### config.mk
export PLATFORM = sky130hd
export DESIGN_NAME = tbpr_fetch
export DESIGN_NICKNAME = d
export VERILOG_FILES = /design/src/hdl/tbpr_pkg.sv /design/src/hdl/tbpr_fetch.sv
export SDC_FILE = /design/constraint.sdc
export NUM_CORES = 1
export LEC_CHECK = 0
export BUFFER_PORTS_ARGS = -buffer_cell sky130_fd_sc_hd__buf_2
export CORE_ASPECT_RATIO = 1.1
export CORE_MARGIN = 4
export CORE_UTILIZATION = 48
export DETAILED_ROUTE_END_ITERATION = 10
export PLACE_DENSITY = 0.77
export SYNTH_ARGS = -nofsm -noshare
export SYNTH_HDL_FRONTEND = slang
export SYNTH_SLANG_ARGS = --single-unit
### constraint.sdc
create_clock -name clk -period 7.4 [get_ports clk]
set_input_delay 0.74 -clock clk [delete_from_list [all_inputs] [get_ports clk]]
set_output_delay 0.74 -clock clk [all_outputs]
set_load 0.1 [all_outputs]
### src/hdl/tbpr_pkg.sv
// Shared types, constants and helper functions for the tile background pixel renderer.
// No dependencies; imported by every module of the block.
package tbpr_pkg;

  localparam int VRAM_BYTES   = 8192;
  localparam int SCREEN_WIDTH = 160;
  localparam int VRAM_AW      = $clog2(VRAM_BYTES);

  localparam logic OP_WRITE  = 1'b0;
  localparam logic OP_RENDER = 1'b1;

  // configuration register indexes
  localparam int CFG_IW = 3;
  localparam logic [CFG_IW-1:0] CFG_LCD_CONTROL = 3'd0;
  localparam logic [CFG_IW-1:0] CFG_SCROLL_Y    = 3'd1;
  localparam logic [CFG_IW-1:0] CFG_SCROLL_X    = 3'd2;
  localparam logic [CFG_IW-1:0] CFG_WINDOW_Y    = 3'd3;
  localparam logic [CFG_IW-1:0] CFG_WINDOW_X    = 3'd4;
  localparam logic [CFG_IW-1:0] CFG_BG_PALETTE  = 3'd5;

  // lcd_control bit positions
  localparam int LCDC_DRAW_EN  = 0;
  localparam int LCDC_BG_MAP   = 3;
  localparam int LCDC_TILE_SEL = 4;
  localparam int LCDC_WIN_EN   = 5;
  localparam int LCDC_WIN_MAP  = 6;

  // offsets from the start of video memory
  localparam logic [VRAM_AW-1:0] MAP0_OFS        = 13'h1800;
  localparam logic [VRAM_AW-1:0] MAP1_OFS        = 13'h1C00;
  localparam logic [VRAM_AW-1:0] SIGNED_TILE_OFS = 13'h0800;

  localparam logic [7:0] WIN_X_BIAS = 8'd7;

  typedef struct packed {
    logic               opcode;
    logic [VRAM_AW-1:0] vram_addr;
    logic [7:0]         vram_data;
    logic [7:0]         pixel_x;
    logic [7:0]         scanline;
  } in_item_t;

  typedef struct packed {
    logic       drawn;
    logic [1:0] color_index;
    logic [1:0] shade;
    logic [7:0] gray;
  } out_item_t;

  typedef struct packed {
    logic [7:0] lcd_control;
    logic [7:0] scroll_y;
    logic [7:0] scroll_x;
    logic [7:0] window_y;
    logic [7:0] window_x;
    logic [7:0] bg_palette;
  } cfg_t;

  typedef struct packed {
    logic               rd_en;
    logic               wr_en;
    logic [VRAM_AW-1:0] addr;
    logic [7:0]         wdata;
  } mem_req_t;

  function automatic logic [1:0] shade_of(input logic [7:0] pal, input logic [1:0] color);
    logic [1:0] s;
    case (color)
      2'd0:    s = pal[1:0];
      2'd1:    s = pal[3:2];
      2'd2:    s = pal[5:4];
      default: s = pal[7:6];
    endcase
    return s;
  endfunction

  function automatic logic [7:0] gray_of(input logic [1:0] shade);
    logic [7:0] g;
    case (shade)
      2'd0:    g = 8'hFF;
      2'd1:    g = 8'hCC;
      2'd2:    g = 8'h77;
      default: g = 8'h00;
    endcase
    return g;
  endfunction

endpackage

### src/hdl/tbpr_fetch.sv
// Pixel fetch sequencer: one shared address adder drives the map, low and high plane reads.
// Depends on tbpr_pkg; talks to tbpr_vram through a mem_req_t request.
module tbpr_fetch
  import tbpr_pkg::*;
(
  input  logic       clk,
  input  logic       rst_n,
  input  cfg_t       cfg,
  input  logic       clr_busy,
  input  logic       in_valid,
  output logic       in_stall,
  input  in_item_t   in_data,
  output logic       out_valid,
  input  logic       out_stall,
  output out_item_t  out_data,
  output mem_req_t   mem_req,
  input  logic [7:0] rd_data
);

  typedef enum logic [2:0] {S_IDLE, S_MAP, S_LO, S_HI, S_FIN} state_t;

  state_t     state_r, state_nxt;
  logic [7:0] px_r, line_r, tile_num_r, b1_r;
  logic       draw_r;
  logic       out_valid_r, out_valid_nxt;
  out_item_t  out_data_r, out_data_nxt;

  logic               in_xfer, out_free;
  logic               use_win;
  logic [7:0]         wx, xpos, ypos, tile_sel;
  logic [VRAM_AW-1:0] map_base, tile_base, add_a, add_b, add_sum;
  logic [2:0]         bit_sel;
  logic [1:0]         color;

  assign in_stall = (state_r != S_IDLE) || clr_busy;
  assign in_xfer  = in_valid && !in_stall;
  assign out_free = !out_valid_r || !out_stall;

  // pixel position within the selected map
  always_comb begin
    use_win = cfg.lcd_control[LCDC_WIN_EN] && (cfg.window_y <= line_r);
    wx      = cfg.window_x - WIN_X_BIAS;
    if (use_win) begin
      map_base = cfg.lcd_control[LCDC_WIN_MAP] ? MAP1_OFS : MAP0_OFS;
      ypos     = line_r - cfg.window_y;
    end else begin
      map_base = cfg.lcd_control[LCDC_BG_MAP] ? MAP1_OFS : MAP0_OFS;
      ypos     = cfg.scroll_y + line_r;
    end
    if (use_win && px_r >= wx) xpos = px_r - wx;
    else                       xpos = px_r + cfg.scroll_x;
  end

  // tile number arrives from memory in S_LO, held afterwards
  always_comb begin
    tile_sel = (state_r == S_LO) ? rd_data : tile_num_r;
    if (cfg.lcd_control[LCDC_TILE_SEL]) tile_base = {1'b0, tile_sel, 4'b0000};
    else tile_base = SIGNED_TILE_OFS + {1'b0, tile_sel ^ 8'h80, 4'b0000};
  end

  // shared address adder
  always_comb begin
    if (state_r == S_MAP) begin
      add_a = map_base;
      add_b = {3'b000, ypos[7:3], xpos[7:3]};
    end else begin
      add_a = tile_base;
      add_b = {9'd0, ypos[2:0], state_r == S_HI};
    end
    add_sum = add_a + add_b;
  end

  always_comb begin
    mem_req       = '0;
    mem_req.wdata = in_data.vram_data;
    if (in_xfer && in_data.opcode == OP_WRITE) begin
      mem_req.wr_en = 1'b1;
      mem_req.addr  = in_data.vram_addr;
    end else if (state_r == S_MAP || state_r == S_LO || state_r == S_HI) begin
      mem_req.rd_en = 1'b1;
      mem_req.addr  = add_sum;
    end
  end

  // in S_FIN the read register holds the high plane byte
  always_comb begin
    bit_sel = ~xpos[2:0];
    color   = {rd_data[bit_sel], b1_r[bit_sel]};
    out_data_nxt = '0;
    if (draw_r) begin
      out_data_nxt.drawn       = 1'b1;
      out_data_nxt.color_index = color;
      out_data_nxt.shade       = shade_of(cfg.bg_palette, color);
      out_data_nxt.gray        = gray_of(out_data_nxt.shade);
    end
  end

  always_comb begin
    state_nxt     = state_r;
    out_valid_nxt = out_valid_r && out_stall;
    unique case (state_r)
      S_IDLE: begin
        if (in_xfer && in_data.opcode == OP_RENDER) begin
          state_nxt = cfg.lcd_control[LCDC_DRAW_EN] ? S_MAP : S_FIN;
        end
      end
      S_MAP: state_nxt = S_LO;
      S_LO:  state_nxt = S_HI;
      S_HI:  state_nxt = S_FIN;
      S_FIN: begin
        if (out_free) begin
          out_valid_nxt = 1'b1;
          state_nxt     = S_IDLE;
        end
      end
      default: state_nxt = S_IDLE;
    endcase
  end

  always_ff @(posedge clk) begin
    if (!rst_n) begin
      state_r     <= S_IDLE;
      out_valid_r <= 1'b0;
    end else begin
      state_r     <= state_nxt;
      out_valid_r <= out_valid_nxt;
      if (in_xfer) begin
        px_r   <= in_data.pixel_x;
        line_r <= in_data.scanline;
        draw_r <= cfg.lcd_control[LCDC_DRAW_EN];
      end
      if (state_r == S_LO) tile_num_r <= rd_data;
      if (state_r == S_HI) b1_r <= rd_data;
      if (state_r == S_FIN && out_free) out_data_r <= out_data_nxt;
    end
  end

  assign out_valid = out_valid_r;
  assign out_data  = out_data_r;

endmodule

== Yosys cells after proc, flatten, opt, wreduce, memory -nomap -nowiden ==
Index checks and enable logic that the tools add are counted.

* Bits in latches: 0
* ROM bits: 0
* Bits of input ports: 99
* Output and inout port bits: 38
* Register bits: 50
* Word-level logic and storage cells: 84
* Memories: 0
* RAM bits: 0

* Muxes and demuxes: 28
* $lt $le $gt $ge: 3
* Div/mod/pow operators: 0
* $add $sub $neg: 7
* Reductions and logical operators: 22
* Multiply operators: 0
* Shifts and indexed selects: 0
* Bitwise gates (word level): 3
* Equality and inequality tests: 10

{| class="wikitable"
|+ Operators by type and width
! operator !! count
|-
| 13-bit 2-to-1 mux || 5
|-
| 11-bit 2-to-1 mux || 3
|-
| 8-bit 2-to-1 mux || 3
|-
| 8-bit case mux with 3 select lines || 1
|-
| 8-bit adder || 2
|-
| 8-bit subtractor || 2
|-
| 3-bit case mux with 5 select lines || 1
|-
| 12-bit by 12-bit adder with 13-bit output (first input constant) || 1
|-
| 13-bit adder || 1
|-
| 10-bit 2-to-1 mux || 1
|-
| 3-bit 2-to-1 mux || 3
|-
| 8-bit >= comparator || 1
|-
| 8-bit <= comparator || 1
|-
| 2-bit AND reduction || 4
|-
| 8-bit by 3-bit subtractor with 8-bit output (second input constant) || 1
|-
| 1-bit logical AND || 7
|-
| 1-bit 2-to-1 mux || 7
|-
| 1-bit binary-select mux with 3-bit select || 2
|-
| 3-bit by 2-bit equality test with 1-bit output (second input constant) || 2
|-
| 2-bit case mux with 3 select lines || 1
|-
| 2-bit by 1-bit equality test with 1-bit output (second input constant) || 2
|-
| 2-bit equality test (second input constant) || 2
|-
| 2-bit logical NOT || 2
|-
| 1-bit logical OR || 4
|-
| other kinds (10) || 14
|}

== Depth between registers and ports, before layout ==
Gate-level depths: netlist of the first run.

* Depth in word-level cells: 13
* Mapped depth: 21
* Gate-level depth less buffers: 21

== Worst setup path after synthesis of the first run ==
Ideal clock, no wire load.

* Path type: input-to-output
* From: input port cfg[9] (netlist name)
* To: output port mem_req[20] (netlist name)
* Stages: 19
* Arrival time: 5.074 ns
* Data required time: 6.660 ns
* Path buffers: 1
* Slack: 1.586 ns
* Cells stage by stage: nand3_1 > nor3b_1 > or3b_2 > xor2_1 > ha_1 > and4_1 > o21ai_0 > a21oi_4 > buf_2 > a211oi_1 > ha_1 > fa_1 > a21o_1 > a21oi_1 > nor2b_1 > o21ai_0 > nand2b_1 > a31oi_1 > a22o_1

{| class="wikitable"
|+ RTL lines
! what !! line !! text
|-
| start: declaration || tbpr_fetch.sv:8 || <nowiki>input cfg_t cfg,</nowiki>
|-
| end: declaration || tbpr_fetch.sv:16 || <nowiki>output mem_req_t mem_req,</nowiki>
|}

==> flow_metrics.py, run 1 <==
metrics = {
    "status": {
        "outcome": "completed",
    },
    "final_layout": {
        "n_antenna_cell": 0,
        "nNetsFinal": 638,
        "final_layout_size_suffix_gt1_frac": 0.3052,
        "combined_flip_flop_and_latch_cell_area_sq_um": 1311,
        "area_of_combinational_cells_with_multiple_inputs_sq_um": 2466,
        "filler_cell_count": 718,
        "layout-area-overhead-vs-synth_pct": 17.48,
    },
    "sta": {
        "finalHoldViolations": 0,
        "period_share": 0.8364,
        "max_slew.worst_pin.slew_ns": 1.094,
        "final.setup_skew_ns": 0.005830,
        "timing.final.max_slew_violations": 0,
        "period_needed_ns": 6.189,
        "whs_ns": 0.5333,
        "max_freq_ghz": 0.1616,
        "timing.slew.headroom": 0.2679,
        "setup_viol": 0,
        "fin_tns_setup_ns": 0,
        "rsz0062_at_grt": "no",
    },
    "yosys": {
        "synthesis.instances": 396,
        "yosys.area.top_type_share": 0.3077,
        "ys_ff_latch": 45,
        "synth_seq_area_share": 0.3277,
        "synth_enable_flop_cells": 41,
        "synth.avg_cell_area_sq_um": 10.10,
        "yosys_most_used_dff": "edfxtp_1",
        "netlist-cell-type-count": 56,
        "mappedNetlistArea_sq_um": 4001,
        "synth_largest_area_cell": "edfxtp_1",
        "ys_warn_count": 0,
        "synth_fp_nets": 537,
        "synth_area_leaders": "edfxtp_1, ha_1, xnor2_1",
        "async_flop_share": 0,
    },
    "clocking": {
        "cts_post_setup_buffers_inserted": 0,
        "postCtsHoldBufs": 0,
        "path_clk_slew_ns": 0.09,
        "cts.htree.levels": 2,
        "postCtsResizedCells": 0,
        "cts.sink_count": 45,
        "clk_latency_ns": 0.30,
        "max-clock-path-buffers": 2,
        "cts_tree": "built",
        "cts_root_buf": "clkbuf_8",
        "number_of_buffers_created_by_cts": 5,
    },
    "global_route": {
        "grt.overflow.total": 0,
        "maximum_number_of_pins_on_one_net_before_global_route_repair": 19,
        "antenna_found_initial": 1,
        "global_route.usage.total": 0.1851,
        "first_global_vias": 3278,
        "grt_pass1_wl_um": 14700,
    },
    "floorplan": {
        "fp.dieArea_sq_um": 9863,
        "initial_core_util": 0.5003,
        "placeableCoreArea_sq_um": 7998,
        "row_count": 34,
        "die_width_um": 95.06,
        "die_h_um": 103.8,
        "io_pins": 137,
    },
    "critical_path": {
        "critical_path_arrival_ns": 5.45,
        "r2r_setup_slack_ns": 3.74,
        "path_max_fanout": 18,
        "setup.worst_path.class": "in -> out",
        "critical_path.endpoint_type": "primary output",
        "cp-start-kind": "primary input",
        "worst-endpoint-required_ns": 6.66,
    },
    "routing": {
        "drt_drc_violations_left": 0,
        "wl_per_cell_um": 15.59,
        "via_per_inst": 5.454,
        "wl_um": 9448,
        "drt_first_iter_violations": 152,
        "number_of_iterations_in_the_first_detailed_routing_pass": 4,
        "drt.antenna.violating_nets": 0,
        "route.vias.total": 3305,
    },
    "power_and_ir_drop": {
        "cell_leakage_power_nw": 2.133,
        "power-per-cell-area_nw_per_um2": 169.4,
        "vdd_drop_max_mv": 0.08732,
    },
    "place": {
        "routabilityCongestion": 0.8704,
        "placement.io_buffers": 117,
        "dp_hpwl_um": 7794,
    },
    "worst_hold_path": {
        "hold_path_class": "reg -> reg",
    },
    "job": {
        "maxCapViolations": 0,
    },
}
-- worst paths after layout --
| path | to | startpoint | cells after the start |
|---|---|---|---|
| worst max-delay path | mem_req[20] | cfg[8] | 19 |
| worst min-delay path | out_valid | out_valid | 2 |
| worst max register to register | out_data[9] | line_r[0] | 12 |
| worst min register to register | out_valid | out_valid | 2 |
-- synth_stat cells, types with 2 or more instances --
| cell | n |
|---|---|
| fa_1 | 5 |
| xor2_1 | 11 |
| buf_4 | 13 |
| a21o_1 | 10 |
| a31oi_1 | 3 |
| o21ai_0 | 14 |
| a211oi_1 | 5 |
| nor2b_1 | 5 |
| mux2_2 | 13 |
| a22o_1 | 10 |
| edfxtp_1 | 41 |
| xnor2_1 | 24 |
| a32o_1 | 2 |
| and3_1 | 5 |
| nand2b_1 | 6 |
| o211ai_1 | 3 |
| o21a_1 | 4 |
| mux4_2 | 6 |
| mux2i_1 | 7 |
| and2_1 | 7 |
| nand3_1 | 2 |
| nor2_1 | 27 |
| o22ai_1 | 2 |
| a21oi_1 | 33 |
| buf_2 | 2 |
| nor3_1 | 5 |
| dfxtp_1 | 4 |
| ha_1 | 37 |
| or3_1 | 3 |
| inv_1 | 23 |
| nand2_1 | 22 |
| a21boi_0 | 2 |
| o21bai_1 | 6 |
| nor3b_1 | 4 |
| clkbuf_1 | 8 |
| and4_1 | 2 |
-- placed cells by master, fill, tap and decap left out, types with 2 or more instances in the layout --
| master | netlist | routed |
|---|---|---|
| nor2_1 | 27 | 27 |
| inv_1 | 23 | 23 |
| inv_6 | 0 | 2 |
| dfxtp_1 | 4 | 4 |
| nor2b_1 | 5 | 5 |
| a31oi_1 | 3 | 3 |
| mux2_2 | 13 | 13 |
| nand2_1 | 22 | 22 |
| fa_1 | 5 | 5 |
| o22ai_1 | 2 | 2 |
| buf_2 | 2 | 117 |
| and2_1 | 7 | 7 |
| and4_1 | 2 | 2 |
| a32o_1 | 2 | 2 |
| a22o_1 | 10 | 10 |
| o21ai_0 | 14 | 14 |
| nand3_1 | 2 | 2 |
| and3_1 | 5 | 5 |
| nor3_1 | 5 | 5 |
| a21oi_1 | 33 | 33 |
| a211oi_1 | 5 | 5 |
| mux4_2 | 6 | 6 |
| edfxtp_1 | 41 | 41 |
| a21boi_0 | 2 | 2 |
| o21bai_1 | 6 | 6 |
| or3_1 | 3 | 3 |
| xnor2_1 | 24 | 24 |
| mux2i_1 | 7 | 7 |
| o211ai_1 | 3 | 3 |
| o21a_1 | 4 | 4 |
| nor3b_1 | 4 | 4 |
| xor2_1 | 11 | 11 |
| a21o_1 | 10 | 10 |
| nand2b_1 | 6 | 6 |
| clkbuf_8 | 0 | 5 |
| ha_1 | 37 | 37 |
-- cells by family (layout without fill, tap and decap cells) --
logic type	after synthesis	in the layout	share of synthesized area
multiplexers	28	28	0.09443
buffers and inverters	46	148	0.05597
adder cells (fa/ha/maj)	42	42	0.1407
XOR/XNOR	35	35	0.07661
flip-flops	45	45	0.3277
AND/OR/NAND/NOR	94	94	0.1195
AO/OA/AOI/OAI	106	106	0.1851
-- critical path, stage by stage --
cell	delay [ns]
buf_2	0.11
ha_1	0.25
a2111oi_0	0.63
xnor2_1	0.17
ha_1	0.39
and4_1	0.20
o21ai_0	0.15
a21oi_4	0.49
a211oi_1	0.16
ha_1	0.24
fa_1	0.41
a21o_1	0.17
a21oi_1	0.23
nor2b_1	0.07
o21ai_0	0.14
nand2b_1	0.12
a31oi_1	0.20
a22o_1	0.15
buf_2	0.42
-- registers in the layout, indices dropped and copies added (netlist names) --
name        cells
state_r         3
out_valid       1
b1_r            8
px_r            8
tile_num_r      8
out_data        8
line_r          8
draw_r          1
-- area by class of cell --
| class | count | share of cell area |
|---|---|---|
| inverter | 23 | 0.01837 |
| tap | 108 | 0.02875 |
| multi-input combinational | 305 | 0.5246 |
| sequential | 45 | 0.2789 |
| timing repair buffer | 117 | 0.1246 |
| clock inverter | 3 | 0.01011 |
| clock buffer | 5 | 0.01464 |
-- report_power, final --
part,switching [mW],internal [mW]
sequential,0.00503,0.289
combinational,0.185,0.119
clock,0.0948,0.103
-- stage by stage --
stage / cells / worst slack (ns) / util / area, sq um / total power [mW]
2_1_floorplan: 396 / 1.586 / - / 4001 / 0.5500
3_5_place_dp: 598 / 1.247 / 0.5732 / 4584 / 0.6028
5_1_grt: 606 / 0.8730 / 0.5878 / 4701 / 0.8364
4_1_cts: 606 / 1.213 / 0.5878 / 4701 / 0.7996
6_report: 606 / 1.211 / 0.5878 / 4701 / 0.7964
3_3_place_gp: 598 / 1.357 / 0.5732 / 4584 / 0.5954
-- layer usage --
metal,wire length (um),vias up,global-route usage
met5,7,-,0
met4,65,2,0.03402
met3,578,7,0.03118
met2,4780,105,0.3330
met1,4017,1537,0.2306
li1,-,1654,-
(Power assumes the default switching activity.)
==> run 2: changes to the inputs <==
- clock period: 7.4 -> 5.9 ns (I/O delays scaled with it)
==> flow_metrics.py, run 2 (synthesis gave the netlist of run 1 again) <==
metrics = {
    "status": {
        "outcome": "completed",
    },
    "sta": {
        "fin_tns_setup_ns": 0,
        "period_share": 0.9247,
        "timing.final.max_slew_violations": 0,
        "rsz0062_at_grt": "no",
        "max_freq_ghz": 0.1833,
        "final.setup_skew_ns": 0.01470,
        "timing.slew.headroom": 0.2614,
        "post-route-worst-setup-slack_ns": 0.4442,
        "max_slew.worst_pin.slew_ns": 1.104,
        "setup_viol": 0,
        "period_needed_ns": 5.456,
        "finalHoldViolations": 0,
    },
    "floorplan": {
        "row_count": 34,
        "die_width_um": 95.06,
        "placeableCoreArea_sq_um": 7998,
        "initial_core_util": 0.5003,
        "io_pins": 137,
        "die_h_um": 103.8,
        "fp.dieArea_sq_um": 9863,
    },
    "clocking": {
        "cts_root_buf": "clkbuf_8",
        "postCtsHoldBufs": 0,
        "max-clock-path-buffers": 2,
        "cts_tree": "built",
        "cts.sink_count": 45,
        "number_of_buffers_created_by_cts": 5,
        "cts.htree.levels": 2,
        "clk_latency_ns": 0.30,
        "path_clk_slew_ns": 0.10,
    },
    "critical_path": {
        "cp-start-kind": "primary input",
        "worst-endpoint-required_ns": 5.31,
        "crit_path_start": "cfg[10]",
        "worstSetupEndpoint": "mem_req[20]",
        "regToRegStartpoint": "px_r[0]",
        "critical_path.endpoint_type": "primary output",
        "worstReg2RegEnd": "out_data[8]",
        "r2r_setup_slack_ns": 2.61,
        "worst-r2r-cell-count": 12,
        "path_max_fanout": 17,
        "critical_path_arrival_ns": 4.87,
        "setup.worst_path.class": "in -> out",
    },
    "power_and_ir_drop": {
        "power-per-cell-area_nw_per_um2": 210.1,
        "cell_leakage_power_nw": 2.152,
        "vdd_drop_max_mv": 0.1092,
    },
    "final_layout": {
        "layout.cells.most_common_list": "buf_2, edfxtp_1, ha_1",
        "filler_cell_count": 699,
        "n_antenna_cell": 0,
        "final_layout_size_suffix_gt1_frac": 0.3120,
        "layout-area-overhead-vs-synth_pct": 18.89,
        "most_common_cell_after_layout_fill_and_taps_aside": "buf_2",
        "nNetsFinal": 640,
    },
    "place": {
        "dp_hpwl_um": 7646,
        "placement.io_buffers": 117,
        "routabilityCongestion": 0.8662,
        "preCtsSetupSlack_ns": 0.2786,
    },
    "global_route": {
        "grt.overflow.total": 0,
        "first_global_vias": 3323,
        "antenna_found_initial": 0,
        "grt_pass1_wl_um": 14930,
        "global_route.usage.total": 0.1867,
        "maximum_number_of_pins_on_one_net_before_global_route_repair": 18,
    },
    "routing": {
        "number_of_iterations_in_the_first_detailed_routing_pass": 4,
        "drt.antenna.violating_nets": 0,
        "drt_first_iter_violations": 98,
        "wl_per_cell_um": 15.25,
        "via_per_inst": 5.447,
        "drt_drc_violations_left": 0,
        "route.vias.total": 3312,
        "wl_um": 9273,
    },
    "job": {
        "maxCapViolations": 0,
    },
    "worst_hold_path": {
        "hold_path_class": "in -> reg",
    },
}
==> run 2: how the worst min path moves through the flow <==
stage,start,endpoint,slack [ns],cells after the start
3_5_place_dp,out_valid,out_valid,0.53,2
6_report,in_data[4],line_r[4],0.46,1
3_3_place_gp,out_valid,out_valid,0.52,2
5_1_grt,in_data[5],line_r[5],0.45,1
4_1_cts,in_data[4],line_r[4],0.45,1
2_1_floorplan,draw_r,out_data[12],0.50,0
==> run 2: metrics by stage <==
step,power (mW),cell area (sq um),hold WS [ns],instances,utilization
5_1_grt,1.053,4757,0.4496,608,0.5948
3_5_place_dp,0.7605,4629,0.5255,600,0.5788
2_1_floorplan,0.6898,4001,0.4958,396,-
6_report,0.9995,4757,0.4562,608,0.5948
4_1_cts,1.005,4746,0.4521,608,0.5934
3_3_place_gp,0.7524,4629,0.5212,600,0.5788
==> run 2: what timing repair did <==
action,CTS,global route
setup endpoints to repair,0,2
buffers inserted,0,0
resized for setup,0,3
==> run 2: worst max-delay path, stage by stage <==
cell and delay, ns:
buf_2 0.13, nand3_1 0.11, nor3b_2 0.24, or3b_2 0.47, xor2_1 0.15, ha_1 0.32
and4_1 0.20, o21ai_0 0.14, a21oi_4 0.09, buf_4 0.21, nor2_1 0.13, a211oi_1 0.06
ha_1 0.21, fa_1 0.40, a21o_1 0.18, a21oi_1 0.23, nor2b_1 0.07, o21ai_0 0.14
nand2b_1 0.12, a31oi_1 0.18, a31oi_1 0.06, a22o_1 0.26, buf_12 0.17
==> run 2: area by class of cell <==
type                       instances  area (sq um)  area share
inverter                          23         86.33     0.01815
clock buffer                       5         68.82     0.01447
timing repair buffer             119         630.6      0.1326
multi-input combinational        305          2477      0.5208
clock inverter                     3         47.55    0.009995
tap                              108         135.1     0.02841
sequential                        45          1311      0.2756
==> run 2: power by group <==
group	internal (mW)	leakage (nW)	switching, mW
Clock	0.129	0.0591	0.115
Combinational	0.154	1.68	0.233
Sequential	0.362	0.411	0.00617
==> run 2: per-layer routing <==
| metal | vias up | routed length (um) | GRT usage |
|---|---|---|---|
| li1 | 1659 | - | - |
| met4 | 0 | 36 | 0.03505 |
| met5 | - | 0 | 0 |
| met1 | 1554 | 3879 | 0.2418 |
| met2 | 97 | 4808 | 0.3305 |
| met3 | 2 | 549 | 0.02466 |
